$ cat config.mk
export PLATFORM = sky130hd
export DESIGN_NAME = pn2d_hash
export DESIGN_NICKNAME = d
export VERILOG_FILES = /design/src/hdl/perlin_noise_2d_unit_macros.svh /design/src/hdl/pn2d_pkg.sv /design/src/hdl/pn2d_hash.sv
export SDC_FILE = /design/constraint.sdc
export NUM_CORES = 2
export LEC_CHECK = 0
export ABC_AREA = 1
export BUFFER_PORTS_ARGS = -buffer_cell sky130_fd_sc_hd__buf_2
export CORE_UTILIZATION = 35
export DETAILED_ROUTE_END_ITERATION = 6
export GPL_TIMING_DRIVEN = 0
export PLACE_DENSITY_LB_ADDON = 0.12
export SYNTH_ARGS = -nofsm -noshare
export SYNTH_HDL_FRONTEND = slang
export SYNTH_SLANG_ARGS = --single-unit
$ cat constraint.sdc
create_clock -name clk_i -period 14.35 [get_ports clk_i]
set_input_delay 2.87 -clock clk_i [delete_from_list [all_inputs] [get_ports clk_i]]
set_output_delay 2.87 -clock clk_i [all_outputs]
set_load 0.03 [all_outputs]
$ cat src/hdl/perlin_noise_2d_unit_macros.svh
// Assertion macros for the 2D Perlin noise unit.
// Included by modules that carry concurrent checks; needs clk_i and rst_ni in scope.
`ifndef PERLIN_NOISE_2D_UNIT_MACROS_SVH
`define PERLIN_NOISE_2D_UNIT_MACROS_SVH

// Same-cycle implication, disabled while in reset
`define PN2D_ASSERT_IMPL(label, ante, cons) \
  label: assert property (@(posedge clk_i) disable iff (!rst_ni) (ante) |-> (cons)) \
    else $error("pn2d check failed");

// Next-cycle implication, disabled while in reset
`define PN2D_ASSERT_NEXT(label, ante, cons) \
  label: assert property (@(posedge clk_i) disable iff (!rst_ni) (ante) |=> (cons)) \
    else $error("pn2d check failed");

`endif

$ cat src/hdl/pn2d_pkg.sv
// Package for the 2D Perlin noise unit: payload types, hash constants and
// the quarter-wave gradient tables. No dependencies.
`default_nettype none

package pn2d_pkg;

  localparam int unsigned FRAC_BITS_DEF = 16;
  localparam int unsigned INT_BITS_DEF  = 16;
  localparam int unsigned ANGLE_BITS    = 10;
  localparam int unsigned QSHIFT        = ANGLE_BITS - 2;
  localparam int unsigned QTR_N         = 1 << QSHIFT;

  localparam logic [31:0] HASH_K1 = 32'd3284157443;
  localparam logic [31:0] HASH_K2 = 32'd1911520717;
  localparam logic [31:0] HASH_K3 = 32'd2048419325;
  localparam logic [63:0] HALF_PI_Q30 = 64'd1686629713;
  localparam logic [7:0]  SHADE_OFFSET = 8'd127;

  typedef struct packed {
    logic [31:0] x_coord;
    logic [31:0] y_coord;
  } pn2d_in_t;

  typedef struct packed {
    logic signed [15:0] noise_value;
    logic [7:0]         shade;
  } pn2d_out_t;

  typedef logic [QTR_N-1:0][14:0] pn2d_lut_t;

  // sin over the quarter turn, Q30 in and out, Taylor series
  function automatic logic [63:0] sin_q30(logic [63:0] p);
    logic [63:0] p2;
    logic [63:0] term;
    logic [63:0] sum;
    p2   = (p * p) >> 30;
    term = p;
    sum  = p;
    for (int n = 1; n <= 7; n++) begin
      term = ((term * p2) >> 30) / 64'((2 * n) * (2 * n + 1));
      if ((n % 2) == 1) begin
        sum = (sum >= term) ? sum - term : 64'd0;
      end else begin
        sum = sum + term;
      end
    end
    return sum;
  endfunction

  // Q1.14 table, rounded half up; cos_sel picks sin(pi/2 - phi)
  function automatic pn2d_lut_t build_lut(logic cos_sel);
    pn2d_lut_t   lut;
    logic [63:0] phi;
    logic [63:0] v;
    for (int r = 0; r < QTR_N; r++) begin
      phi = (64'(r) * HALF_PI_Q30) >> QSHIFT;
      v   = cos_sel ? sin_q30(HALF_PI_Q30 - phi) : sin_q30(phi);
      lut[r] = 15'((v + 64'd32768) >> 16);
    end
    return lut;
  endfunction

  localparam pn2d_lut_t SIN_LUT = build_lut(1'b0);
  localparam pn2d_lut_t COS_LUT = build_lut(1'b1);

endpackage

`default_nettype wire

$ cat src/hdl/pn2d_hash.sv
// Three-stage corner hash: multiply / xor / rotate by 16, top angle bits out.
// Depends on pn2d_pkg for the hash constants and ANGLE_BITS.
`default_nettype none

module pn2d_hash
  import pn2d_pkg::*;
(
  input  wire logic                  clk_i,
  input  wire logic [2:0]            ld_i,
  input  wire logic [31:0]           ix_i,
  input  wire logic [31:0]           iy_i,
  output logic      [ANGLE_BITS-1:0] angle_o
);

  logic [31:0] a1_q, iy1_q, a2_q, b2_q, h3_q;
  logic [31:0] b_mix, a_mix;

  assign b_mix = iy1_q ^ {a1_q[15:0], a1_q[31:16]};
  assign a_mix = a2_q ^ {b2_q[15:0], b2_q[31:16]};

  always_ff @(posedge clk_i) begin
    if (ld_i[0]) begin
      a1_q  <= 32'(ix_i * HASH_K1);
      iy1_q <= iy_i;
    end
    if (ld_i[1]) begin
      a2_q <= a1_q;
      b2_q <= 32'(b_mix * HASH_K2);
    end
    if (ld_i[2]) begin
      h3_q <= 32'(a_mix * HASH_K3);
    end
  end

  assign angle_o = h3_q[31 -: ANGLE_BITS];

endmodule

`default_nettype wire

==> metrics.yaml <==
outcome:
  status: "complete, no violations"
global_routing:
  grt_start_max_net_pins: 65
  antenna_found_initial: 8
  met3_usage: 0.0170
  grt_usage: 0.197
  first_global_vias: 21000
  overflow: 0
  grt_pass1_wl_um: 124000
  top_usage_layer: "met2"
  grt.met1_usage: 0.252
  gr-usage-met2: 0.360
clock_tree:
  clkLatencyLatePin_ns: 0.50
  clock_path_buffers: 2
  cts_resized: 0
  cts-htree-levels: 4
  cts_buffers: 17
  ctsHoldBuffers: 0
  root_buffer: "clkbuf_16"
  clk_pin_slew_ns: 0.07
  tritoncts: "done"
  cts_sinks: 138
  post_cts_buffers: 0
sta:
  rsz0062_at_grt: "false"
  whs_ns: 0.476
  period_minus_slack_ns: 7.94
  finalSetupViolCount: 0
  timing_worst_slew_pin_value_ns: 1.30
  relSlewSlack: 0.129
  hold_viol_final: 0
  drv_slew: 0
  finalClockSkew_ns: 0.0153
  tns_ns: 0
  max_freq_ghz: 0.126
  post-route-period-util: 0.553
setup_path:
  cp-start-kind: "register"
  arrival_ns: 8.18
  path_buf_inv: 7
  end_kind: "register"
  slowest_delay_ns: 0.65
  crit_family: "adder cells"
  cp_max_fo: 6
  crit_slowest_cell: "xnor2_1"
  critPathKind: "register to register"
  critPathRequiredTime_ns: 14.59
logic_synthesis:
  netlist_area_um2: 29200
  ys_types: 41
  ys_ff_latch: 138
  synth_edf_count: 138
  yosysSeqAreaShare: 0.142
  synthDominantCellAreaShare: 0.356
  syn_nets: 4064
  async_reset_ff_frac: 0
  synth_warnings: 0
  synth_cells: 2960
  yosysTopAreaCell: "fa_1"
  synthFlopType: "edfxtp_1"
  syn_area_per_cell_um2: 9.86
  synth_top_cells_by_area: "fa_1 36%, ha_1 22%, edfxtp_1 14%"
hold_path:
  hold_class: "register to register"
placement:
  hpwl_um: 73300
  dp_cells: 4107
  gp_congestion: 0.906
  portBuffers: 77
drt:
  routedWlPerCell_um: 19.3
  vias: 18700
  vias_per_cell: 4.51
  drtIter0Drc: 692
  dr.pass1.iters: 7
  drt-total-wl_um: 79800
  remaining_drc_errors: 0
  drtAntennaViolNets: 0
die:
  fp.coreArea_um2: 82200
  fp.dieW_um: 291
  rows: 105
  die_area_um2: 84500
  ios: 78
  start_util: 0.355
  die_h_um: 291
job:
  timing.max_cap.violations: 0
cells_and_area:
  nNetsFinal: 4160
  area_delta_synth_final_pct: 8.15
  layoutNonFillerInstCount: 4140
  drive_gt1_frac: 0.0499
-- stage by stage --
stage          instance area, µm²  utilization  setup slack [ns]
2_1_floorplan               29200            -              6.74
3_3_place_gp                30900        0.376              5.90
6_report                    31600        0.384              6.41
5_1_grt                     31600        0.384              6.03
3_5_place_dp                30900        0.376              5.92
4_1_cts                     31600        0.384              6.31
-- state kept, by name (all words and copies together), names as in the netlist --
signal  cells
iy1_q      32
b2_q       32
a2_q       32
h3_q       10
a1_q       32
-- cell families (layout without fill, tap and decap cells) --
| kind of cell | after synthesis | in the layout | synth area share |
|---|---|---|---|
| compound gates | 187 | 187 | 0.0376 |
| other cells | 0 | 1 | 0 |
| simple gates | 509 | 509 | 0.0732 |
| flops | 138 | 138 | 0.142 |
| fa+ha+maj | 1036 | 1036 | 0.578 |
| xor+xnor | 168 | 168 | 0.0509 |
| buf+inv | 922 | 1031 | 0.119 |
-- Yosys cell counts (all sizes together) (7+ instances only) --
master and number:
a31oi 7, xor2 74, nand4 10, a21o 9
ha 517, nor3 15, xnor2 94, o21bai 8
inv 922, nor2 90, nand3 53, a21oi 88
fa 519, o21ai 56, edfxtp 138, nand2 332
-- area by class of cell --
cell class	count	area, µm²
clock buffers	18	429
inverters	922	3460
repair buffers	77	390
diodes	1	2.50
clock inverters	14	194
multi-input cells	1900	21600
flip-flops and latches	138	4140
fillers	8260	50700
well taps	1070	1340
-- cells in the final DEF, fill, tap and decap left out, types with 5 or more instances in the layout --
cell type,n
a21o_1,9
a21oi_1,82
a21oi_2,6
a31oi_1,6
buf_2,75
clkbuf_16,17
edfxtp_1,138
fa_1,519
ha_1,517
inv_1,919
nand2_1,323
nand2_2,9
nand3_1,48
nand3_2,5
nand4_1,10
nor2_1,86
nor3_1,12
o21ai_0,47
o21ai_1,6
o21bai_1,8
xnor2_1,91
xor2_1,72
-- path summary, 6_finish.rpt --
| check | start | end | slack (ns) | depth (start not counted) |
|---|---|---|---|---|
| max | a1_q[22] | b2_q[31] | 6.41 | 25 |
| min | a1_q[16] | a2_q[16] | 0.48 | 0 |
| max reg2reg | a1_q[22] | b2_q[31] | 6.41 | 25 |
| min reg2reg | a1_q[16] | a2_q[16] | 0.48 | 0 |
-- layer usage --
| metal | wire length, µm | vias to the layer above |
|---|---|---|
| li1 | - | 9178 |
| met1 | 36300 | 9281 |
| met2 | 41000 | 190 |
| met3 | 1280 | 40 |
| met4 | 1300 | 0 |
| met5 | 0 | - |
Power is not shown: default switching activity piles up to over one toggle a cycle in this logic, so the estimate is an artifact.
